**src/design/fisn_pkg.sv**
```systemverilog
// fast inverse square root: shared constants, types and binary32 helper functions
// used by the arithmetic units, the newton step stage and the top level

package fisn_pkg;

    localparam logic [31:0] QNAN_BITS         = 32'h7FC0_0000;
    localparam logic [31:0] INF_BITS          = 32'h7F80_0000;
    localparam logic [31:0] SIGN_BIT          = 32'h8000_0000;
    localparam logic [31:0] HALF_BITS         = 32'h3F00_0000;
    localparam logic [31:0] THREE_HALVES_BITS = 32'h3FC0_0000;
    localparam logic [31:0] MAGIC_RESET       = 32'h5F37_59DF;
    localparam logic [2:0]  STEPS_RESET       = 3'd1;
    localparam int          CFG_IDX_W         = 2;

    typedef enum logic [CFG_IDX_W-1:0] {
        REG_MAGIC = 2'd0,
        REG_STEPS = 2'd1
    } cfg_reg_t;

    typedef struct packed {
        logic signed [9:0] e;
        logic [23:0]       m;
    } unp_t;

    typedef struct packed {
        logic               special;
        logic [31:0]        spec_val;
        logic               sign;
        logic signed [11:0] e;
        logic [47:0]        p;
    } mul_a_t;

    typedef struct packed {
        logic               special;
        logic [31:0]        spec_val;
        logic               sign;
        logic signed [11:0] e;
        logic [56:0]        s;
    } add_a_t;

    typedef struct packed {
        logic               special;
        logic [31:0]        spec_val;
        logic               zero;
        logic               sign;
        logic signed [11:0] e;
        logic [30:0]        sig;
    } add_b_t;

    function automatic logic is_nan(logic [31:0] f);
        return (f[30:23] == 8'hFF) && (f[22:0] != 23'd0);
    endfunction

    function automatic logic is_inf(logic [31:0] f);
        return f[30:0] == INF_BITS[30:0];
    endfunction

    function automatic logic is_zero(logic [31:0] f);
        return f[30:0] == 31'd0;
    endfunction

    // nonzero finite value: leading one at bit 23, subnormals normalized
    function automatic unp_t unpack(logic [31:0] f);
        unp_t       u;
        logic [4:0] pos;
        logic [4:0] shamt;
        pos = 5'd0;
        for (int i = 0; i < 23; i++)
        begin
            if (f[i])
            begin
                pos = 5'(i);
            end
        end
        shamt = 5'd23 - pos;
        if (f[30:23] == 8'd0)
        begin
            u.m = {1'b0, f[22:0]} << shamt;
            u.e = 10'sd1 - $signed({5'd0, shamt});
        end
        else
        begin
            u.m = {1'b1, f[22:0]};
            u.e = $signed({2'b00, f[30:23]});
        end
        return u;
    endfunction

    function automatic logic [63:0] shr_sticky64(logic [63:0] v, logic [9:0] n);
        logic [63:0] r;
        if (n >= 10'd64)
        begin
            r = {63'd0, |v};
        end
        else
        begin
            r = (v >> n) | {63'd0, |(v & ~({64{1'b1}} << n))};
        end
        return r;
    endfunction

    // value is sig / 2^30 * 2^(e - 127), leading one of sig at bit 30
    function automatic logic [31:0] round_pack(logic sign, logic signed [11:0] e,
                                               logic [30:0] sig);
        logic [30:0] s;
        logic [4:0]  sh;
        logic [31:0] base;
        logic [31:0] sum;
        logic [24:0] q;
        logic [31:0] r;
        s    = sig;
        base = 32'd0;
        sh   = 5'd0;
        if (e >= 12'sd255)
        begin
            r = {sign, INF_BITS[30:0]};
        end
        else
        begin
            if (e <= 12'sd0)
            begin
                if (e <= -12'sd30)
                begin
                    s = {30'd0, |sig};
                end
                else
                begin
                    sh = 5'(12'sd1 - e);
                    s  = (sig >> sh) | {30'd0, |(sig & ~({31{1'b1}} << sh))};
                end
            end
            else
            begin
                base = 32'(e - 12'sd1) << 23;
            end
            sum = {1'b0, s} + 32'h40;
            q   = sum[31:7];
            if (s[6:0] == 7'h40)
            begin
                q[0] = 1'b0;
            end
            r = {sign, 31'd0} | (base + 32'(q));
        end
        return r;
    endfunction

    function automatic mul_a_t mul_front(logic [31:0] a, logic [31:0] b);
        mul_a_t r;
        unp_t   ua;
        unp_t   ub;
        ua         = unpack(a);
        ub         = unpack(b);
        r.sign     = a[31] ^ b[31];
        r.special  = 1'b1;
        r.spec_val = {r.sign, 31'd0};
        r.p        = ua.m * ub.m;
        r.e        = 12'(ua.e) + 12'(ub.e) - 12'sd127;
        if (is_nan(a) || is_nan(b))
        begin
            r.spec_val = QNAN_BITS;
        end
        else if (is_inf(a))
        begin
            r.spec_val = is_zero(b) ? QNAN_BITS : {r.sign, INF_BITS[30:0]};
        end
        else if (is_inf(b))
        begin
            r.spec_val = is_zero(a) ? QNAN_BITS : {r.sign, INF_BITS[30:0]};
        end
        else if (!(is_zero(a) || is_zero(b)))
        begin
            r.special = 1'b0;
        end
        return r;
    endfunction

    function automatic logic [31:0] mul_back(mul_a_t x);
        logic [31:0] r;
        if (x.special)
        begin
            r = x.spec_val;
        end
        else if (x.p[47])
        begin
            r = round_pack(x.sign, x.e + 12'sd1, {x.p[47:18], x.p[17] | (|x.p[16:0])});
        end
        else
        begin
            r = round_pack(x.sign, x.e, {x.p[46:17], x.p[16] | (|x.p[15:0])});
        end
        return r;
    endfunction

    function automatic add_a_t add_front(logic [31:0] a, logic [31:0] b);
        add_a_t      r;
        unp_t        ua;
        unp_t        ub;
        unp_t        big;
        unp_t        sml;
        logic        sa;
        logic        sb;
        logic [9:0]  d;
        logic [63:0] vb;
        ua = unpack(a);
        ub = unpack(b);
        if ((ua.e < ub.e) || ((ua.e == ub.e) && (ua.m < ub.m)))
        begin
            big = ub; sml = ua; sa = b[31]; sb = a[31];
        end
        else
        begin
            big = ua; sml = ub; sa = a[31]; sb = b[31];
        end
        d          = 10'(big.e - sml.e);
        vb         = shr_sticky64({8'd0, sml.m, 32'd0}, d);
        r.sign     = sa;
        r.e        = 12'(big.e);
        r.s        = (sa == sb) ? ({1'b0, big.m, 32'd0} + vb[56:0])
                                : ({1'b0, big.m, 32'd0} - vb[56:0]);
        r.special  = 1'b1;
        r.spec_val = 32'd0;
        if (is_nan(a) || is_nan(b))
        begin
            r.spec_val = QNAN_BITS;
        end
        else if (is_inf(a) && is_inf(b))
        begin
            r.spec_val = (a[31] ^ b[31]) ? QNAN_BITS : a;
        end
        else if (is_inf(a))
        begin
            r.spec_val = a;
        end
        else if (is_inf(b))
        begin
            r.spec_val = b;
        end
        else if (is_zero(a) && is_zero(b))
        begin
            r.spec_val = a & b;
        end
        else if (is_zero(a))
        begin
            r.spec_val = b;
        end
        else if (is_zero(b))
        begin
            r.spec_val = a;
        end
        else
        begin
            r.special = 1'b0;
        end
        return r;
    endfunction

    // leading-one search and normalization of the raw sum
    function automatic add_b_t add_norm(add_a_t x);
        add_b_t      r;
        logic [5:0]  lpos;
        logic [63:0] sh;
        lpos = 6'd0;
        for (int i = 0; i < 57; i++)
        begin
            if (x.s[i])
            begin
                lpos = 6'(i);
            end
        end
        r.special  = x.special;
        r.spec_val = x.spec_val;
        r.zero     = x.s == 57'd0;
        r.sign     = x.sign;
        r.e        = x.e + 12'(lpos) - 12'sd55;
        if (lpos > 6'd30)
        begin
            sh    = shr_sticky64({7'd0, x.s}, 10'(lpos - 6'd30));
            r.sig = sh[30:0];
        end
        else
        begin
            r.sig = x.s[30:0] << (6'd30 - lpos);
        end
        return r;
    endfunction

    function automatic logic [31:0] add_back(add_b_t x);
        logic [31:0] r;
        if (x.special)
        begin
            r = x.spec_val;
        end
        else if (x.zero)
        begin
            r = 32'd0;
        end
        else
        begin
            r = round_pack(x.sign, x.e, x.sig);
        end
        return r;
    endfunction

endpackage

```
**src/design/fisn_mul.sv**
```systemverilog
// two-stage binary32 multiplier: unpack and 24x24 product, then normalize and round
// depends on fisn_pkg

module fisn_mul
(
    input  logic        clk,
    input  logic        en,
    input  logic [31:0] a,
    input  logic [31:0] b,
    output logic [31:0] z
);

    fisn_pkg::mul_a_t prod_reg;
    logic [31:0]      z_reg;

    always_ff @(posedge clk)
    begin
        if (en)
        begin
            prod_reg <= fisn_pkg::mul_front(a, b);
            z_reg    <= fisn_pkg::mul_back(prod_reg);
        end
    end

    assign z = z_reg;

endmodule

```
**config.mk**
```make
export PLATFORM = sky130hd
export DESIGN_NAME = fisn_mul
export DESIGN_NICKNAME = d
export VERILOG_FILES = /design/src/design/fisn_pkg.sv /design/src/design/fisn_mul.sv
export SDC_FILE = /design/constraint.sdc
export NUM_CORES = 2
export LEC_CHECK = 0
export BUFFER_PORTS_ARGS = -buffer_cell sky130_fd_sc_hd__buf_2
export CAP_MARGIN = 20
export CORE_ASPECT_RATIO = 1.25
export CORE_MARGIN = 2
export CORE_UTILIZATION = 46
export CTS_CLUSTER_SIZE = 20
export DETAILED_ROUTE_END_ITERATION = 16
export HOLD_SLACK_MARGIN = 0.08
export PLACE_DENSITY_LB_ADDON = 0.15
export SYNTH_ARGS = -nofsm -noshare
export SYNTH_HDL_FRONTEND = slang
export SYNTH_SLANG_ARGS = --single-unit
```
**constraint.sdc**
```tcl
create_clock -name clk -period 11.9 [get_ports clk]
set_input_delay 1.785 -clock clk [delete_from_list [all_inputs] [get_ports clk]]
set_output_delay 1.785 -clock clk [all_outputs]
set_load 0.02 [all_outputs]
```
==> flow_summary.toml <==
[global_route]
global_route.usage.total_pct = 33.2
grt_antenna_before_repair = 10
gr-total-overflow = 0
grt_pass1_vias = 29900
maximum_number_of_pins_on_one_net_before_global_route_repair = 61
wire_length_of_the_first_global_routing_pass_um = 185000

[clock_tree]
clkSlewWorstSetupHoldPaths_ps = 80
clkLatencyLatePin_ps = 390
cts_hold_buffers = 0
clock_tree.htree_level_count = 3
cts_inserted_buffers = 9
cts_resized = 0
cts_setup_buffers = 0
tritoncts_num_sinks = 97
clock_path_buffers = 2
tritoncts = "yes"
cts.root.buffer_cell = "clkbuf_16"

[synthesis]
syn-cell-area_um2 = 32800
synth_area_per_cell_um2 = 8.35
synth-main-ff-cell = "edfxtp_1"
yosysWarnings = 0
synth_edf_count = 97
synthesis.instances = 3923
ffs_latches_synth = 97
syn-num-nets = 4691
async_reset_ff_share_pct = 0
synth_seq_area_share_pct = 8.89
post_synth_num_cell_types = 97

[placed_design]
numPortBuffers = 97
routabilityCongestion = 1.02
hpwl_um = 98500
placedInstanceArea_um2 = 34800
dpl_worst_slack_ps = 101

[min_path]
hold_start = "prod_reg[60]$_DFFE_PP_"
min-delay-path-class = "flop to flop"

[run]
timing.max_cap.violations = 0

[detailed_routing]
average_vias_per_placed_instance = 5.98
postRouteAntennaNets = 0
routed_wirelength_um = 121000
post_drt_wl_per_cell_um = 24.7
drt_first_iter_violations = 2854
dr_total_vias = 29300
post-route-drc-count = 0
drt-pass1-iter-count = 6

[timing]
layout_setup_ws_ps = 472
setup-tns-final_ps = 0
final-max-slew-violation-count = 0
period_share_pct = 96.0
fin_worst_skew_ps = 10.1
timing.final.setup_violations = 0
final_hold_viol_count = 0
worstMarginPinSlew_ps = 1290
maxClockFrequency_mhz = 87.5
fin_crit_ps = 11430
fin_worst_hold_slack_ps = 598
rsz0062_at_grt = "false"
max_slew_margin_pct = 13.5

[floorplan]
floorplan.core_area_um2 = 70600
design.die.area_um2 = 73400
placementRows = 109
die_height_um = 302
initial_utilization_pct = 46.4
die_w_um = 243
top_level_ports = 98

[setup_path]
setup.worst_path.start_class = "input port"
critical_path_required_ps = 12030
worst_r2r_startpoint = "prod_reg[49]$_DFFE_PP_"
critPathArrivalTime_ps = 11560
crit_slowest_cell = "fa_1"
critPathLaunch = "a[2]"
worst_setup_end_kind = "flop"
max_stage_delay_ps = 590
worst-path-max-fanout = 22
path_common_cell = "fa_1"
crit_type = "input port to flop"

[final_layout]
fillers = 6916
final_design_area_no_fill_um2 = 35200
area_growth_syn_to_fin_pct = 7.28
register_area_um2 = 2910
largest_reg_flops = 65
final_layout_size_suffix_gt1_share_pct = 10.8
design.final.nets = 4712
multi_input_area_um2 = 26700

[outcome]
status = "complete, no violations"
-- per-layer routing --
metal / routed length, µm / up-vias / global-route usage, %
met5: 103 / - / 0
met4: 8760 / 16 / 20.5
met3: 8570 / 420 / 4.49
met2: 58400 / 1420 / 57.4
met1: 45200 / 14400 / 39.5
li1: - / 13000 / -
-- cell type report --
cell class / count / share of cell area [%]
inverter: 623 / 6.65
clock inverter: 7 / 0.231
multi-input combinational: 2954 / 75.8
clock buffer: 9 / 0.641
timing repair buffer: 259 / 4.95
antenna: 9 / 0.0641
sequential: 97 / 8.29
tap: 943 / 3.36
-- critical path, delay by kind of cell --
kind | cells | cell delay, ps
AO/OA/AOI/OAI | 14 | 3480
XOR/XNOR | 1 | 140
adder cells (fa/ha/maj) | 8 | 3870
buffers and inverters | 8 | 1160
multiplexers | 2 | 480
AND/OR/NAND/NOR | 4 | 590
-- through the flow --
step,utilization [%],instances
after global placement,49.3,4875
after global routing,49.7,4892
after detailed placement,49.3,4875
after floorplan,-,3923
after CTS,49.7,4891
final,49.8,4901
-- cell usage after synthesis, drive strengths merged (16+ instances only) --
cell type | instances | area share, %
a211oi | 28 | 0.66
a21o | 38 | 0.87
a21oi | 132 | 2.0
a22o | 17 | 0.45
a22oi | 24 | 0.55
a31oi | 25 | 0.48
and2 | 38 | 0.73
and3 | 24 | 0.46
buf | 50 | 0.77
clkbuf | 199 | 2.3
edfxtp | 97 | 8.9
fa | 485 | 30
ha | 217 | 8.3
inv | 620 | 7.1
mux2 | 36 | 1.2
mux2i | 140 | 4.3
mux4 | 53 | 3.6
nand2 | 460 | 5.3
nand2b | 44 | 0.84
nand3 | 55 | 0.84
nand4 | 23 | 0.48
nor2 | 439 | 5.0
nor2b | 22 | 0.42
nor3 | 60 | 0.95
nor4 | 31 | 0.64
o211ai | 18 | 0.43
o21a | 27 | 0.62
o21ai | 119 | 1.8
o21bai | 16 | 0.37
o22ai | 31 | 0.61
o31ai | 33 | 0.83
or3 | 17 | 0.34
xnor2 | 80 | 2.2
xor2 | 45 | 1.2
-- cells in the final DEF (no fill, tap or decap), drive strengths merged, types with 18 or more instances in the layout --
master,Yosys,routed
a21oi,132,132
ha,217,217
nor4,31,31
nor2b,22,22
mux2i,140,140
xnor2,80,80
nor2,439,439
nand2b,44,44
a21o,38,38
o211ai,18,18
o22ai,31,31
mux4,53,53
nand2,460,460
a22oi,24,24
and3,24,24
o21ai,119,119
buf,50,258
fa,485,485
inv,620,624
nand3,55,55
nand4,23,23
a31oi,25,25
mux2,36,36
xor2,45,45
o21a,27,27
nor3,60,60
a211oi,28,28
edfxtp,97,97
o31ai,33,33
and2,38,38
-- logic make-up (layout without fill, tap and decap cells) --
family / after synthesis / in the layout / share of synthesized area (%)
buf+inv: 872 / 898 / 10.2
simple gates: 1266 / 1266 / 17.3
other cells: 0 / 9 / 0
mux: 229 / 229 / 9.16
fa+ha+maj: 703 / 703 / 37.9
xor+xnor: 125 / 125 / 3.36
compound gates: 631 / 631 / 13.1
flops: 97 / 97 / 8.89
-- worst paths after layout --
path | to | slack [ps] | depth (start not counted)
min | z[31]$_DFFE_PP_ | 600 | 2
max | prod_reg[46]$_DFFE_PP_ | 470 | 37
min reg2reg | z[31]$_DFFE_PP_ | 600 | 2
max reg2reg | z[31]$_DFFE_PP_ | 4340 | 26
Power is not shown: default switching activity piles up to over one toggle a cycle in this logic, so the estimate is an artifact.
